--- config.mk ---
export PLATFORM = sky130hd
export DESIGN_NAME = protobuf_handshake_payload_parser_unit
export DESIGN_NICKNAME = d
export VERILOG_FILES = /design/src/sv/pbhs_pkg.sv /design/src/sv/protobuf_handshake_payload_parser_unit.sv
export SDC_FILE = /design/constraint.sdc
export NUM_CORES = 1
export LEC_CHECK = 0
export ABC_AREA = 1
export BUFFER_PORTS_ARGS = -buffer_cell sky130_fd_sc_hd__clkbuf_2
export CAP_MARGIN = 25
export CORE_MARGIN = 5
export CORE_UTILIZATION = 37
export CTS_CLUSTER_DIAMETER = 40
export DETAILED_ROUTE_END_ITERATION = 16
export GPL_TIMING_DRIVEN = 0
export PLACE_DENSITY = 0.6
export REMOVE_ABC_BUFFERS = 1
export SETUP_SLACK_MARGIN = 0.3
export SLEW_MARGIN = 20
export SYNTH_ARGS = -nofsm -noshare
export SYNTH_HDL_FRONTEND = slang
export SYNTH_SLANG_ARGS = --single-unit
export TNS_END_PERCENT = 5
--- constraint.sdc ---
create_clock -name clock -period 12.4 [get_ports clock]
set_input_delay 0.62 -clock clock [delete_from_list [all_inputs] [get_ports clock]]
set_output_delay 0.62 -clock clock [all_outputs]
set_load 0.005 [all_outputs]
--- src/sv/pbhs_pkg.sv ---
`timescale 1ns / 1ps

package pbhs_pkg;

   // default width of the length counters
   localparam int LEN_BITS_DEF = 17;

   // varint accumulator: five full digits give the 32-bit field number above the wire type
   localparam int ACC_BITS = 35;
   localparam logic [3:0] ACC_DIGITS = 4'(ACC_BITS / 7);
   localparam logic [3:0] LAST_DIGIT = 4'd9;
   localparam logic [3:0] CNT_LIMIT = 4'd10;

   localparam logic [2:0] WIRE_LEN_DELIM = 3'd2;
   localparam logic [31:0] FIELD_KEY = 32'd1;
   localparam logic [31:0] FIELD_SIG = 32'd2;
   localparam logic [31:0] FIELD_EXT = 32'd4;
   localparam logic [31:0] FIELD_MUX = 32'd2;

   typedef enum logic [1:0] {
      PH_KEY   = 2'd0,
      PH_LEN   = 2'd1,
      PH_BODY  = 2'd2,
      PH_FIRST = 2'd3
   } phase_type;

   typedef enum logic [1:0] {
      FK_OTHER = 2'd0,
      FK_KEY   = 2'd1,
      FK_SIG   = 2'd2,
      FK_EXT   = 2'd3
   } kind_type;

   typedef enum logic [2:0] {
      ROLE_HEADER = 3'd0,
      ROLE_KEY    = 3'd1,
      ROLE_SIG    = 3'd2,
      ROLE_MUX    = 3'd3,
      ROLE_SKIP   = 3'd4
   } role_type;

   typedef enum logic [3:0] {
      ST_RUN          = 4'd0,
      ST_OK           = 4'd1,
      ST_BAD_VARINT   = 4'd2,
      ST_INCOMPLETE   = 4'd3,
      ST_BAD_WIRE     = 4'd4,
      ST_OVERRUN      = 4'd5,
      ST_BAD_EXT_WIRE = 4'd6,
      ST_EXT_OVERRUN  = 4'd7,
      ST_MISSING      = 4'd8
   } status_type;

   typedef enum logic [1:0] {
      VI_MORE = 2'd0,
      VI_DONE = 2'd1,
      VI_BAD  = 2'd2
   } varint_res_type;

   typedef struct packed {
      logic [ACC_BITS-1:0] acc;
      logic                big;
      logic [3:0]          cnt;
      varint_res_type      res;
   } varint_type;

   typedef struct packed {
      logic [7:0] echo;
      role_type   role;
      logic       elem_start;
      logic       elem_end;
      status_type status;
   } rsp_type;

   // one varint digit: low digits go into the accumulator, higher ones only flag a large value
   function automatic varint_type varint_step(input logic [ACC_BITS-1:0] acc,
                                              input logic                big,
                                              input logic [3:0]          cnt,
                                              input logic [7:0]          b);
      varint_type          r;
      logic [ACC_BITS-1:0] part;
      logic [3:0]          cnt_nx;
      r.acc  = acc;
      r.big  = big;
      r.cnt  = cnt;
      r.res  = VI_MORE;
      part   = {{(ACC_BITS-7){1'b0}}, b[6:0]} << (6'(cnt) * 6'd7);
      cnt_nx = cnt + 4'd1;
      priority if (cnt < ACC_DIGITS) begin
         r.acc = acc | part;
      end else if (cnt < LAST_DIGIT) begin
         r.big = big | (|b[6:0]);
      end else if (cnt == LAST_DIGIT) begin
         r.big = big | b[0];
      end else begin
         // past the tenth digit the varint has already failed
         r.big = big;
      end
      if (!b[7]) begin
         r.res = VI_DONE;
      end else begin
         r.cnt = cnt_nx;
         if (cnt_nx >= CNT_LIMIT) begin
            r.res = VI_BAD;
         end
      end
      return r;
   endfunction

endpackage

--- src/sv/protobuf_handshake_payload_parser_unit.sv ---
`timescale 1ns / 1ps

// Streaming parser for a decrypted handshake payload in protobuf wire format. One byte enters
// per cycle on req_ (req_tlast on the final byte) while req_tready is high, and one tagged word
// leaves per byte on rsp_ from a registered output. The key/length varint decoders and the outer
// and extension length counters update on each accepted byte. A two-word output buffer (result
// register plus skid) keeps req_tready high while one result waits.
// Each output word echoes the byte with its role (header, identity key, signature, muxer
// name, skipped), start/end marks of fields and muxer entries, and the parse status, which
// reads running until the last byte or an error, then ok or an error code. Errors stay until reset;
// after a good payload the parser starts over for the next one.
module protobuf_handshake_payload_parser_unit #(
   parameter int LEN_BITS = pbhs_pkg::LEN_BITS_DEF
) (
   input  logic        clock,
   input  logic        reset,
   input  logic [7:0]  req_tdata,   // [7:0] data_byte
   input  logic        req_tlast,
   input  logic        req_tvalid,
   output logic        req_tready,
   output logic [15:0] rsp_tdata,   // [7:0] echo_byte, [11:8] parse_status, [15:12] zero
   output logic [4:0]  rsp_tuser,   // [2:0] byte_role, [3] element_start, [4] element_end
   output logic        rsp_tvalid,
   input  logic        rsp_tready
);

   localparam int AB = pbhs_pkg::ACC_BITS;

   // outer parser state
   pbhs_pkg::phase_type   outer_phase_ff, outer_phase_in;
   logic [AB-1:0]         outer_acc_ff, outer_acc_in;
   logic                  outer_big_ff, outer_big_in;
   logic [3:0]            outer_cnt_ff, outer_cnt_in;
   pbhs_pkg::kind_type    outer_kind_ff, outer_kind_in;
   logic [LEN_BITS-1:0]   outer_rem_ff, outer_rem_in;
   // extension parser state
   pbhs_pkg::phase_type   inner_phase_ff, inner_phase_in;
   logic [AB-1:0]         inner_acc_ff, inner_acc_in;
   logic                  inner_big_ff, inner_big_in;
   logic [3:0]            inner_cnt_ff, inner_cnt_in;
   logic                  inner_mux_ff, inner_mux_in;
   logic [LEN_BITS-1:0]   inner_rem_ff, inner_rem_in;
   // flags and errors
   logic                  key_seen_ff, key_seen_in;
   logic                  sig_seen_ff, sig_seen_in;
   pbhs_pkg::status_type  sticky_ff, sticky_in;
   pbhs_pkg::status_type  ext_pend_ff, ext_pend_in;

   // output buffer
   pbhs_pkg::rsp_type     out_ff, skid_ff, res;
   logic                  out_valid_ff, skid_valid_ff;

   pbhs_pkg::varint_type  ov, iv;
   pbhs_pkg::status_type  err;
   logic                  done;
   logic [LEN_BITS-1:0]   rem_dec, irem_dec;
   logic                  push, pop;
   logic [31:0]           ofield, ifield;

   assign push       = req_tvalid & req_tready;
   assign pop        = rsp_tvalid & rsp_tready;
   assign req_tready = ~skid_valid_ff;
   assign rsp_tvalid = out_valid_ff;
   assign rsp_tdata  = {4'b0000, out_ff.status, out_ff.echo};
   assign rsp_tuser  = {out_ff.elem_end, out_ff.elem_start, out_ff.role};

   assign ov       = pbhs_pkg::varint_step(outer_acc_ff, outer_big_ff, outer_cnt_ff, req_tdata);
   assign iv       = pbhs_pkg::varint_step(inner_acc_ff, inner_big_ff, inner_cnt_ff, req_tdata);
   assign rem_dec  = outer_rem_ff - LEN_BITS'(1);
   assign irem_dec = inner_rem_ff - LEN_BITS'(1);
   assign ofield   = ov.acc[AB-1:3];
   assign ifield   = iv.acc[AB-1:3];

   // parser next state and result word
   always_comb begin
      outer_phase_in = outer_phase_ff;
      outer_acc_in   = outer_acc_ff;
      outer_big_in   = outer_big_ff;
      outer_cnt_in   = outer_cnt_ff;
      outer_kind_in  = outer_kind_ff;
      outer_rem_in   = outer_rem_ff;
      inner_phase_in = inner_phase_ff;
      inner_acc_in   = inner_acc_ff;
      inner_big_in   = inner_big_ff;
      inner_cnt_in   = inner_cnt_ff;
      inner_mux_in   = inner_mux_ff;
      inner_rem_in   = inner_rem_ff;
      key_seen_in    = key_seen_ff;
      sig_seen_in    = sig_seen_ff;
      sticky_in      = sticky_ff;
      ext_pend_in    = ext_pend_ff;
      err            = pbhs_pkg::ST_RUN;
      done           = 1'b0;
      res.echo       = req_tdata;
      res.role       = pbhs_pkg::ROLE_HEADER;
      res.elem_start = 1'b0;
      res.elem_end   = 1'b0;
      res.status     = pbhs_pkg::ST_RUN;

      if (sticky_ff != pbhs_pkg::ST_RUN) begin
         res.status = sticky_ff;
      end else begin
         unique case (outer_phase_ff)
            // field key varint
            pbhs_pkg::PH_KEY: begin
               outer_acc_in = ov.acc;
               outer_big_in = ov.big;
               outer_cnt_in = ov.cnt;
               if (ov.res == pbhs_pkg::VI_BAD) begin
                  err = pbhs_pkg::ST_BAD_VARINT;
               end else if (ov.res == pbhs_pkg::VI_DONE) begin
                  outer_acc_in = '0;
                  outer_big_in = 1'b0;
                  outer_cnt_in = '0;
                  if (ov.acc[2:0] != pbhs_pkg::WIRE_LEN_DELIM) begin
                     err = pbhs_pkg::ST_BAD_WIRE;
                  end else begin
                     outer_phase_in = pbhs_pkg::PH_LEN;
                     priority if (ofield == pbhs_pkg::FIELD_KEY) begin
                        outer_kind_in = pbhs_pkg::FK_KEY;
                     end else if (ofield == pbhs_pkg::FIELD_SIG) begin
                        outer_kind_in = pbhs_pkg::FK_SIG;
                     end else if (ofield == pbhs_pkg::FIELD_EXT) begin
                        outer_kind_in = pbhs_pkg::FK_EXT;
                     end else begin
                        outer_kind_in = pbhs_pkg::FK_OTHER;
                     end
                  end
               end
               if (err == pbhs_pkg::ST_RUN && req_tlast) begin
                  err = pbhs_pkg::ST_INCOMPLETE;
               end
            end
            // field length varint
            pbhs_pkg::PH_LEN: begin
               outer_acc_in = ov.acc;
               outer_big_in = ov.big;
               outer_cnt_in = ov.cnt;
               unique case (ov.res)
                  pbhs_pkg::VI_BAD: begin
                     err = pbhs_pkg::ST_BAD_VARINT;
                  end
                  pbhs_pkg::VI_MORE: begin
                     if (req_tlast) begin
                        err = pbhs_pkg::ST_INCOMPLETE;
                     end
                  end
                  pbhs_pkg::VI_DONE: begin
                     outer_acc_in = '0;
                     outer_big_in = 1'b0;
                     outer_cnt_in = '0;
                     if (ov.big || (|ov.acc[AB-1:LEN_BITS-1])) begin
                        err = pbhs_pkg::ST_OVERRUN;
                     end else begin
                        if (outer_kind_ff == pbhs_pkg::FK_KEY) begin
                           key_seen_in = (ov.acc != '0);
                        end
                        if (outer_kind_ff == pbhs_pkg::FK_SIG) begin
                           sig_seen_in = (ov.acc != '0);
                        end
                        if (ov.acc == '0) begin
                           outer_phase_in = pbhs_pkg::PH_KEY;
                           done           = req_tlast;
                        end else begin
                           outer_rem_in   = ov.acc[LEN_BITS-1:0];
                           outer_phase_in = pbhs_pkg::PH_FIRST;
                           inner_phase_in = pbhs_pkg::PH_KEY;
                           inner_acc_in   = '0;
                           inner_big_in   = 1'b0;
                           inner_cnt_in   = '0;
                           inner_mux_in   = 1'b0;
                           inner_rem_in   = '0;
                           ext_pend_in    = pbhs_pkg::ST_RUN;
                           if (req_tlast) begin
                              err = pbhs_pkg::ST_OVERRUN;
                           end
                        end
                     end
                  end
                  default: begin
                     err = pbhs_pkg::ST_BAD_VARINT;
                  end
               endcase
            end
            // field content
            pbhs_pkg::PH_BODY, pbhs_pkg::PH_FIRST: begin
               res.elem_start = (outer_phase_ff == pbhs_pkg::PH_FIRST);
               res.elem_end   = (rem_dec == '0);
               outer_rem_in   = rem_dec;
               unique case (outer_kind_ff)
                  pbhs_pkg::FK_KEY:   res.role = pbhs_pkg::ROLE_KEY;
                  pbhs_pkg::FK_SIG:   res.role = pbhs_pkg::ROLE_SIG;
                  pbhs_pkg::FK_OTHER: res.role = pbhs_pkg::ROLE_SKIP;
                  pbhs_pkg::FK_EXT: begin
                     if (ext_pend_ff != pbhs_pkg::ST_RUN) begin
                        res.role = pbhs_pkg::ROLE_SKIP;
                     end else if (inner_phase_ff == pbhs_pkg::PH_KEY ||
                                  inner_phase_ff == pbhs_pkg::PH_LEN) begin
                        // extension entry key or length
                        inner_acc_in = iv.acc;
                        inner_big_in = iv.big;
                        inner_cnt_in = iv.cnt;
                        if (iv.res == pbhs_pkg::VI_BAD) begin
                           ext_pend_in = pbhs_pkg::ST_BAD_VARINT;
                        end else if (iv.res == pbhs_pkg::VI_DONE) begin
                           inner_acc_in = '0;
                           inner_big_in = 1'b0;
                           inner_cnt_in = '0;
                           if (inner_phase_ff == pbhs_pkg::PH_KEY) begin
                              if (iv.acc[2:0] != pbhs_pkg::WIRE_LEN_DELIM) begin
                                 ext_pend_in = pbhs_pkg::ST_BAD_EXT_WIRE;
                              end else begin
                                 inner_mux_in   = (ifield == pbhs_pkg::FIELD_MUX);
                                 inner_phase_in = pbhs_pkg::PH_LEN;
                              end
                           end else if (iv.big ||
                                        iv.acc > {{(AB-LEN_BITS){1'b0}}, rem_dec}) begin
                              ext_pend_in = pbhs_pkg::ST_EXT_OVERRUN;
                           end else if (iv.acc == '0) begin
                              inner_phase_in = pbhs_pkg::PH_KEY;
                           end else begin
                              inner_rem_in   = iv.acc[LEN_BITS-1:0];
                              inner_phase_in = pbhs_pkg::PH_FIRST;
                           end
                        end
                     end else begin
                        // extension entry content
                        res.role = inner_mux_ff ? pbhs_pkg::ROLE_MUX : pbhs_pkg::ROLE_SKIP;
                        if (inner_mux_ff && inner_phase_ff == pbhs_pkg::PH_FIRST) begin
                           res.elem_start = 1'b1;
                        end
                        if (inner_mux_ff && irem_dec == '0) begin
                           res.elem_end = 1'b1;
                        end
                        inner_rem_in   = irem_dec;
                        inner_phase_in = (irem_dec == '0) ? pbhs_pkg::PH_KEY : pbhs_pkg::PH_BODY;
                     end
                     // extension errors come out on the last byte of the field
                     if (rem_dec == '0) begin
                        if (ext_pend_in == pbhs_pkg::ST_RUN &&
                            (inner_phase_in != pbhs_pkg::PH_KEY || inner_cnt_in != '0)) begin
                           ext_pend_in = pbhs_pkg::ST_INCOMPLETE;
                        end
                        err = ext_pend_in;
                     end
                  end
                  default: res.role = pbhs_pkg::ROLE_SKIP;
               endcase
               outer_phase_in = (rem_dec == '0) ? pbhs_pkg::PH_KEY : pbhs_pkg::PH_BODY;
               if (err == pbhs_pkg::ST_RUN && req_tlast) begin
                  if (rem_dec != '0) begin
                     err = pbhs_pkg::ST_OVERRUN;
                  end else begin
                     done = 1'b1;
                  end
               end
            end
            default: begin
               err = pbhs_pkg::ST_BAD_VARINT;
            end
         endcase

         // final status at the end of the payload
         if (err == pbhs_pkg::ST_RUN && done && !(key_seen_in && sig_seen_in)) begin
            err = pbhs_pkg::ST_MISSING;
         end
         if (err != pbhs_pkg::ST_RUN) begin
            sticky_in  = err;
            res.status = err;
         end else if (done) begin
            res.status     = pbhs_pkg::ST_OK;
            outer_phase_in = pbhs_pkg::PH_KEY;
            outer_acc_in   = '0;
            outer_big_in   = 1'b0;
            outer_cnt_in   = '0;
            outer_kind_in  = pbhs_pkg::FK_OTHER;
            outer_rem_in   = '0;
            key_seen_in    = 1'b0;
            sig_seen_in    = 1'b0;
         end
      end
   end

   // parser state, updated on each accepted word
   always_ff @(posedge clock) begin
      if (reset) begin
         outer_phase_ff <= pbhs_pkg::PH_KEY;
         outer_acc_ff   <= '0;
         outer_big_ff   <= 1'b0;
         outer_cnt_ff   <= '0;
         outer_kind_ff  <= pbhs_pkg::FK_OTHER;
         outer_rem_ff   <= '0;
         inner_phase_ff <= pbhs_pkg::PH_KEY;
         inner_acc_ff   <= '0;
         inner_big_ff   <= 1'b0;
         inner_cnt_ff   <= '0;
         inner_mux_ff   <= 1'b0;
         inner_rem_ff   <= '0;
         key_seen_ff    <= 1'b0;
         sig_seen_ff    <= 1'b0;
         sticky_ff      <= pbhs_pkg::ST_RUN;
         ext_pend_ff    <= pbhs_pkg::ST_RUN;
      end else if (push) begin
         outer_phase_ff <= outer_phase_in;
         outer_acc_ff   <= outer_acc_in;
         outer_big_ff   <= outer_big_in;
         outer_cnt_ff   <= outer_cnt_in;
         outer_kind_ff  <= outer_kind_in;
         outer_rem_ff   <= outer_rem_in;
         inner_phase_ff <= inner_phase_in;
         inner_acc_ff   <= inner_acc_in;
         inner_big_ff   <= inner_big_in;
         inner_cnt_ff   <= inner_cnt_in;
         inner_mux_ff   <= inner_mux_in;
         inner_rem_ff   <= inner_rem_in;
         key_seen_ff    <= key_seen_in;
         sig_seen_ff    <= sig_seen_in;
         sticky_ff      <= sticky_in;
         ext_pend_ff    <= ext_pend_in;
      end
   end

   // output register and skid word valid flags
   always_ff @(posedge clock) begin
      if (reset) begin
         out_valid_ff  <= 1'b0;
         skid_valid_ff <= 1'b0;
      end else if (skid_valid_ff) begin
         if (pop) begin
            skid_valid_ff <= 1'b0;
         end
      end else if (push) begin
         if (out_valid_ff && !pop) begin
            skid_valid_ff <= 1'b1;
         end
         out_valid_ff <= 1'b1;
      end else if (pop) begin
         out_valid_ff <= 1'b0;
      end
   end

   // output register and skid word payload
   always_ff @(posedge clock) begin
      if (skid_valid_ff) begin
         if (pop) begin
            out_ff <= skid_ff;
         end
      end else if (push) begin
         if (out_valid_ff && !pop) begin
            skid_ff <= res;
         end else begin
            out_ff <= res;
         end
      end
   end

endmodule
==> results by group, run 1 <==
Outcome
  • Outcome: complete, no violations

Yosys
  • Primary FF master, synth: dfxtp_1
  • Simple-gate portion of the synthesized area: 29.8%
  • Mean Syn Cell Area: 6.81 um^2
  • XOR/XNOR share of the synthesized area: 2.45%
  • Syn Inst Count: 1814
  • Synth Area in Adders: 5.85%
  • Largest family of logic cells by synthesized area: simple AND/OR/NAND/NOR gates
  • Ranking of synthesized cells by area: dfxtp_1 (22%), nand2_1 (13%), edfxtp_1 (8.3%), a21oi_1 (8.1%), inv_1 (5.3%)
  • Netlist Area Pre-Place: 0.0124 mm^2
  • Ys async rst share: 0%
  • Mux share of post-synthesis cell area: 0.0810%
  • Syn. warnings: 0
  • Register area share after synthesis: 29.8%
  • Post-synth top area share: 21.5%
  • Synth Area in Compound Gates: 20.7%
  • Synth unique cells: 61
  • Number of synthesized flops with an enable pin: 34
  • Number of synthesized register bits: 167
  • Post-synth top area cell: dfxtp_1

STA
  • Final count of pins violating max slew: 0
  • Relative slew slack: 27.5%
  • Least-Margin Pin Slew: 1.08 ns
  • Setup Skew: 0.0120 ns
  • Total negative slack: 0 ns
  • Fin crit share: 61.5%
  • Worst hold margin: 0.427 ns
  • Final hold viol count: 0
  • RSZ-0062 raised after global routing: no
  • Max frequency: 131 MHz
  • Post-route minimum period: 7.62 ns
  • Number of setup violations in the final report: 0

Run
  • Max-Cap Viols: 0

Finish
  • Layout net count: 1842
  • Filler cells: 3533
  • ANT cells: 0
  • Final instance area: 0.0133 mm^2
  • P&R area growth vs syn: 7.22%
  • Register area: 0.00369 mm^2
  • Footprint of the multi-input gates: 0.00731 mm^2
  • Share of layout cells above drive strength 1: 9.61%

Floorplan
  • Io pins: 36
  • Core Rows: 67
  • Core region area: 0.0333 mm^2
  • Die Area: 0.0372 mm^2
  • Starting Density: 37.1%
  • DIE HEIGHT: 193 um
  • Die X: 193 um

Global route
  • GRT Residual Overflow: 0
  • Vias in the first global route: 11100
  • GRT Util Overall: 19.4%
  • First-pass GRT wire length: 58.2 mm
  • Initial antenna violation count: 0
  • Maximum number of pins on one net before global-route repair: 97

Hold path
  • Hold worst-path end: skid_ff[11]
  • Hold path depth: 1
  • Type of the worst min-delay path: input port to flip-flop
  • Hold wc startpoint: req_tdata[2]

Setup path
  • R2r endpoint: rsp_tdata[8]
  • Crit end category: flip-flop
  • Worst R2R Start: inner_cnt_ff[0]
  • Critical Path Slowest Stage Cell: fa_1
  • Critical path origin: inner_cnt_ff[0]
  • Depth of the most critical reg-to-reg path: 38
  • CP max stage delay: 0.84 ns
  • Startpoint Class: flip-flop
  • Required time of the critical path: 12.71 ns
  • Most common cell on crit path: nand2_1
  • Worst Path Max Fanout: 63
  • Reg2Reg Setup Slack: 4.78 ns
  • Crit path DAT: 7.94 ns
  • Kind of critical path: flip-flop to flip-flop

Clocking
  • Worst-path clk slew: 0.08 ns
  • CTS H-tree lvls: 4
  • Root Buffer: clkbuf_16
  • Post-CTS sizing: 0
  • Num CTS Buffers: 17
  • CTS tree: yes
  • Worst-Skew Late Latency: 0.45 ns
  • Max Root-Sink Buffers: 2
  • # hold bufs at CTS: 0
  • Setup fix buffers added after clock tree synthesis: 0
  • Clk sinks: 167

Placed design
  • Port Buffer Count: 31
  • Placed Area: 0.0126 mm^2
  • RD Place Congestion: 0.895
  • DP HPWL: 25.4 mm

Detailed routing
  • Via count: 11900
  • Remaining DRCs: 0
  • Vias per cell: 5.30
  • Total wire length: 35.7 mm
  • Drt pass-1 iters: 5
  • WL/cell: 16.0 um
  • DR iter-0 viols: 992
  • Antenna Nets Post-Route: 0

Pwr
  • VDD IR max: 113 uV
  • Leakage: 5.53 nW
  • Total power: 1.66 mW
  • Power Density: 125 mW/mm^2
## worst max-delay path by stage
stage,endpoint,depth (start not counted)
after CTS,rsp_tdata[8],38
after floorplan,rsp_tdata[8],39
after global routing,rsp_tdata[8],38
after detailed placement,rsp_tdata[8],38
final,rsp_tdata[8],38
after global placement,inner_acc_ff[2],10
## layout make-up
cell class              instances  area share, %
multi-input cells            1348           55.2
flip-flops and latches        167           27.8
inverters                     204           5.80
well taps                     448           4.23
clock buffers                  17           3.21
repair buffers                 38           2.33
clock inverters                15           1.44
## flip-flops by register name (all words and copies together) (netlist names)
| register | count |
|---|---|
| inner_acc_ff | 35 |
| outer_acc_ff | 35 |
| inner_rem_ff | 17 |
| outer_rem_ff | 17 |
| skid_ff | 17 |
| rsp_tdata | 12 |
| rsp_tuser | 5 |
| ext_pend_ff | 4 |
| inner_cnt_ff | 4 |
| outer_cnt_ff | 4 |
| sticky_ff | 4 |
| inner_phase_ff | 2 |
| outer_kind_ff | 2 |
| outer_phase_ff | 2 |
| inner_big_ff | 1 |
| inner_mux_ff | 1 |
| key_seen_ff | 1 |
| outer_big_ff | 1 |
| rsp_tvalid | 1 |
| sig_seen_ff | 1 |
| skid_valid_ff | 1 |
## routing by layer
| metal | GRT usage, % | share of wire [%] | vias up |
|---|---|---|---|
| li1 | - | - | 6015 |
| met1 | 25.4 | 45 | 5494 |
| met2 | 32.3 | 47 | 293 |
| met3 | 3.13 | 4.6 | 57 |
| met4 | 7.08 | 3.0 | 0 |
| met5 | 0 | 0 | - |
## metrics by stage
stage / worst slack (ns) / util (%) / std cells
3_3_place_gp: 3.78 / 37.4 / 2198
5_1_grt: 4.07 / 39.8 / 2237
2_1_floorplan: 6.53 / - / 1719
4_1_cts: 4.78 / 39.8 / 2236
3_5_place_dp: 4.83 / 37.9 / 2204
6_report: 4.78 / 39.8 / 2237
## cell usage in the layout, fill, tap and decap left out, drive strengths merged, types with 17 or more instances in the layout
master / instances
edfxtp: 34
xor2: 20
nand4: 52
o211ai: 19
nor3: 17
clkbuf: 48
nand2: 427
dfxtp: 133
nor2: 179
a211oi: 61
nand3: 117
inv: 208
a21oi: 208
o21ai: 115
ha: 45
## where the power goes
group | switching (mW) | total, mW | internal, mW
Sequential | 0.0292 | 0.614 | 0.585
Clock | 0.252 | 0.574 | 0.322
Combinational | 0.321 | 0.467 | 0.146
## Yosys cell counts, drive strengths merged, types with 2 or more instances
library cell	n
a2111oi	2
a211oi	61
a21oi	208
a22oi	2
a31oi	6
and2	3
and3	2
buf	44
clkbuf	45
clkinv	3
dfxtp	133
dlygate4sd1	2
dlygate4sd3	7
edfxtp	34
fa	8
ha	45
inv	201
nand2	427
nand3	117
nand3b	7
nand4	52
nor2	179
nor3	17
nor3b	4
nor4	14
o211ai	19
o21ai	115
o22ai	9
o41ai	2
or2	7
xnor2	12
xor2	20
## worst max-delay path, delay by kind of cell (launching register included)
family,cells,cell delay (ns)
buffers and inverters,4,0.69
flip-flops,1,0.72
AND/OR/NAND/NOR,24,2.99
adder cells (fa/ha/maj),4,1.88
AO/OA/AOI/OAI,6,1.17
## cell families (layout without fill, tap and decap cells)
family / after synthesis / in the layout
AOI/OAI and AO/OA: 428 / 428
xor gates and xnor gates: 32 / 32
adders and majority gates: 53 / 53
buffers and inverters: 302 / 274
DFF: 167 / 167
muxes: 1 / 1
other: 1 / 4
and+or+nand+nor: 830 / 830
(Power assumes the default switching activity.)
==> inputs of run 2 (changes only) <==
==> constraint.sdc (replaced) <==
create_clock -name clock -period 7.72 [get_ports clock]
set_input_delay 0.386 -clock clock [delete_from_list [all_inputs] [get_ports clock]]
set_output_delay 0.386 -clock clock [all_outputs]
set_load 0.005 [all_outputs]
==> run 2 against run 1 <==
Against the previous run:
- combinational power increased by 63%
- die area did not move
- cell area rose by 0.32%
- sequential share of layout area down 0.080 points
- critical path type unchanged
- hold slack got worse by 0.23 ns
- power up 61%
- cell count barely moved
==> results by group, run 2 (synthesized netlist as in run 1, its figures left out) <==
STA
  • Final count of pins violating max slew: 0 (unchanged)
  • Max frequency: 146 MHz (was 131 MHz)
  • Worst hold margin: 0.193 ns (was 0.427 ns)
  • Final hold viol count: 0 (unchanged)
  • Number of setup violations in the final report: 0 (unchanged)
  • RSZ-0062 raised after global routing: no (unchanged)
  • Total negative slack: 0 ns (unchanged)
  • Post-route minimum period: 6.87 ns (was 7.62 ns)
  • Least-Margin Pin Slew: 1.08 ns (about the same)
  • Setup Skew: 0.0124 ns (was 0.0120 ns)
  • Relative slew slack: 28.2% (was 27.5%)
  • Fin crit share: 89.0% (was 61.5%)
  • Worst setup margin: 0.848 ns (was 4.78 ns)

Hold path
  • Type of the worst min-delay path: input port to flip-flop (unchanged)

Clocking
  • CTS tree: yes (unchanged)
  • CTS H-tree lvls: 4 (unchanged)
  • Worst-path clk slew: 0.07 ns (was 0.08 ns)
  • Root Buffer: clkbuf_16 (unchanged)
  • # hold bufs at CTS: 0 (unchanged)
  • Worst-Skew Late Latency: 0.45 ns (about the same)
  • Setup fix buffers added after clock tree synthesis: 0 (unchanged)
  • Clk sinks: 167 (unchanged)
  • Max Root-Sink Buffers: 2 (unchanged)
  • Num CTS Buffers: 17 (unchanged)

Pwr
  • Total power: 2.67 mW (was 1.66 mW)
  • Part of the power in registers: 37.0% (was 37.1%)
  • Power Density: 201 mW/mm^2 (was 125 mW/mm^2)
  • VDD IR max: 182 uV (was 113 uV)
  • Leakage: 5.53 nW (about the same)
  • Combinational share of power: 28.4% (was 28.2%)
  • Switching share of power: 36.6% (was 36.3%)
  • Int Power: 1.69 mW (was 1.05 mW)
  • Clk pwr share: 34.6% (was 34.7%)
  • Switching pwr: 976 uW (was 602 uW)

Finish
  • Footprint of the multi-input gates: 0.00736 mm^2 (was 0.00731 mm^2)
  • Filler cells: 3525 (was 3533)
  • P&R area growth vs syn: 7.56% (was 7.22%)
  • Layout net count: 1843 (was 1842)
  • ANT cells: 0 (unchanged)
  • Most common cell after layout, fill and taps aside: nand2_1 (unchanged)
  • Commonest non-fill, non-tap cells in the layout: nand2_1 (419), a21oi_1 (201), inv_1 (175), nor2_1 (164), dfxtp_1 (130) (was nand2_1 (419), a21oi_1 (201), inv_1 (175), nor2_1 (165), dfxtp_1 (131))
  • Share of layout cells above drive strength 1: 10.0% (was 9.61%)
  • Biggest registers after layout: inner_acc_ff x35, outer_acc_ff x35 (unchanged)
  • Layout Cells excl Fill: 2238 (was 2237)
  • Register area: 0.00369 mm^2 (about the same)

Setup path
  • Crit path DAT: 7.19 ns (was 7.94 ns)
  • R2r endpoint: rsp_tdata[8] (unchanged)
  • Reg2Reg Setup Slack: 0.85 ns (was 4.78 ns)
  • Startpoint Class: flip-flop (unchanged)
  • CP endpoint: rsp_tdata[8] (unchanged)
  • Bufs and invs on worst path: 4 (unchanged)
  • Required time of the critical path: 8.03 ns (was 12.71 ns)
  • Crit. path cell count: 38 (unchanged)
  • Worst Path Max Fanout: 17 (was 63)
  • Critical path origin: inner_cnt_ff[2] (was inner_cnt_ff[0])
  • Delay-heaviest family, CP: simple AND/OR/NAND/NOR gates (unchanged)
  • Most common cell on crit path: nand2_1 (unchanged)
  • Crit end category: flip-flop (unchanged)
  • Critical Path Slowest Stage Cell: fa_2 (was fa_1)
  • Depth of the most critical reg-to-reg path: 38 (unchanged)
  • CP max stage delay: 0.72 ns (was 0.84 ns)
  • Kind of critical path: flip-flop to flip-flop (unchanged)
  • Worst R2R Start: inner_cnt_ff[2] (was inner_cnt_ff[0])

Detailed routing
  • Via count: 11900 (about the same)
  • Antenna Nets Post-Route: 0 (unchanged)
  • Remaining DRCs: 0 (unchanged)
  • DR iter-0 viols: 1099 (was 992)
  • WL/cell: 16.3 um (was 16.0 um)
  • Vias per cell: 5.34 (was 5.30)
  • Drt pass-1 iters: 5 (unchanged)
  • Total wire length: 36.4 mm (was 35.7 mm)

Floorplan
  • Io pins: 36 (unchanged)
  • Starting Density: 37.1% (unchanged)
  • Core region area: 0.0333 mm^2 (unchanged)
  • Die X: 193 um (unchanged)
  • Die Area: 0.0372 mm^2 (unchanged)
  • Core Rows: 67 (unchanged)
  • DIE HEIGHT: 193 um (unchanged)

Run
  • Max-Cap Viols: 0 (unchanged)

Global route
  • Maximum number of pins on one net before global-route repair: 97 (unchanged)
  • GRT Util Overall: 19.6% (was 19.4%)
  • First-pass GRT wire length: 58.8 mm (was 58.2 mm)
  • Vias in the first global route: 11100 (about the same)
  • Initial antenna violation count: 0 (unchanged)
  • GRT Residual Overflow: 0 (unchanged)

Placed design
  • Placed insts: 2204 (unchanged)
  • Port Buffer Count: 31 (unchanged)
  • RD Place Congestion: 0.895 (unchanged)
  • DP HPWL: 25.4 mm (unchanged)
  • Dpl ws: 0.153 ns (was 4.83 ns)

Outcome
  • Outcome: complete, no violations (unchanged)
-- run 2: cell count changes in the layout (fill, tap and decap cells not counted), sizes merged --
cell	delta
nand3	+2
buf	-1
-- run 2: cell type report --
| cell class | instances | share of cell area (%) |
|---|---|---|
| flip-flops and latches | 167 | 27.8 |
| repair buffers | 37 | 2.27 |
| multi-input cells | 1350 | 55.3 |
| inverters | 204 | 5.78 |
| well taps | 448 | 4.22 |
| clock buffers | 17 | 3.20 |
| clock inverters | 15 | 1.43 |
-- run 2: worst min path at each step --
stage / start / end / slack (ns) / cells after the start
3_3_place_gp: inner_acc_ff[23] / inner_acc_ff[23] / 0.44 / 2
6_report: req_tdata[2] / skid_ff[11] / 0.19 / 1
3_5_place_dp: inner_acc_ff[15] / inner_acc_ff[15] / 0.44 / 2
5_1_grt: req_tdata[2] / skid_ff[11] / 0.19 / 1
2_1_floorplan: inner_acc_ff[15] / inner_acc_ff[15] / 0.43 / 2
4_1_cts: req_tdata[2] / skid_ff[11] / 0.17 / 1
-- run 2: worst register-to-register path, delay by kind of cell, from the launching register on --
family / cells / cell delay, ns
adders and majority gates: 4 / 1.68
DFF: 1 / 0.56
buffers and inverters: 4 / 0.60
AOI/OAI and AO/OA: 6 / 1.02
and+or+nand+nor: 24 / 2.85
-- run 2: power groups by stage --
stage                     logic (mW)  registers [mW]  clock network, mW
final                          0.759           0.987              0.925
after global routing           0.848           0.994              0.976
after CTS                      0.749           0.986              0.945
after detailed placement       0.741            1.01                  0
after global placement         0.715            1.01                  0
after floorplan                0.524           0.997                  0
-- run 2: what timing repair did --
| action | in CTS | in global routing |
|---|---|---|
| gates cloned | 1 | 1 |
| resized for setup | 1 | 6 |
| pin swaps | 0 | 1 |
| endpoints found under the hold margin | 0 | 0 |
| setup endpoints to repair | 12 | 66 |
-- run 2: per-stage QoR --
step,area [um^2],utilization (%)
after global routing,13300,39.9
after floorplan,11700,-
after CTS,13300,39.8
after detailed placement,12600,37.9
after global placement,12500,37.4
final,13300,39.9
-- run 2: layer usage --
layer | share of wire, % | global-route usage [%] | vias up
met5 | 0 | 0 | -
met4 | 2.2 | 6.01 | 0
met3 | 4.4 | 2.88 | 50
met2 | 48 | 33.3 | 318
met1 | 45 | 25.8 | 5559
li1 | - | - | 6019
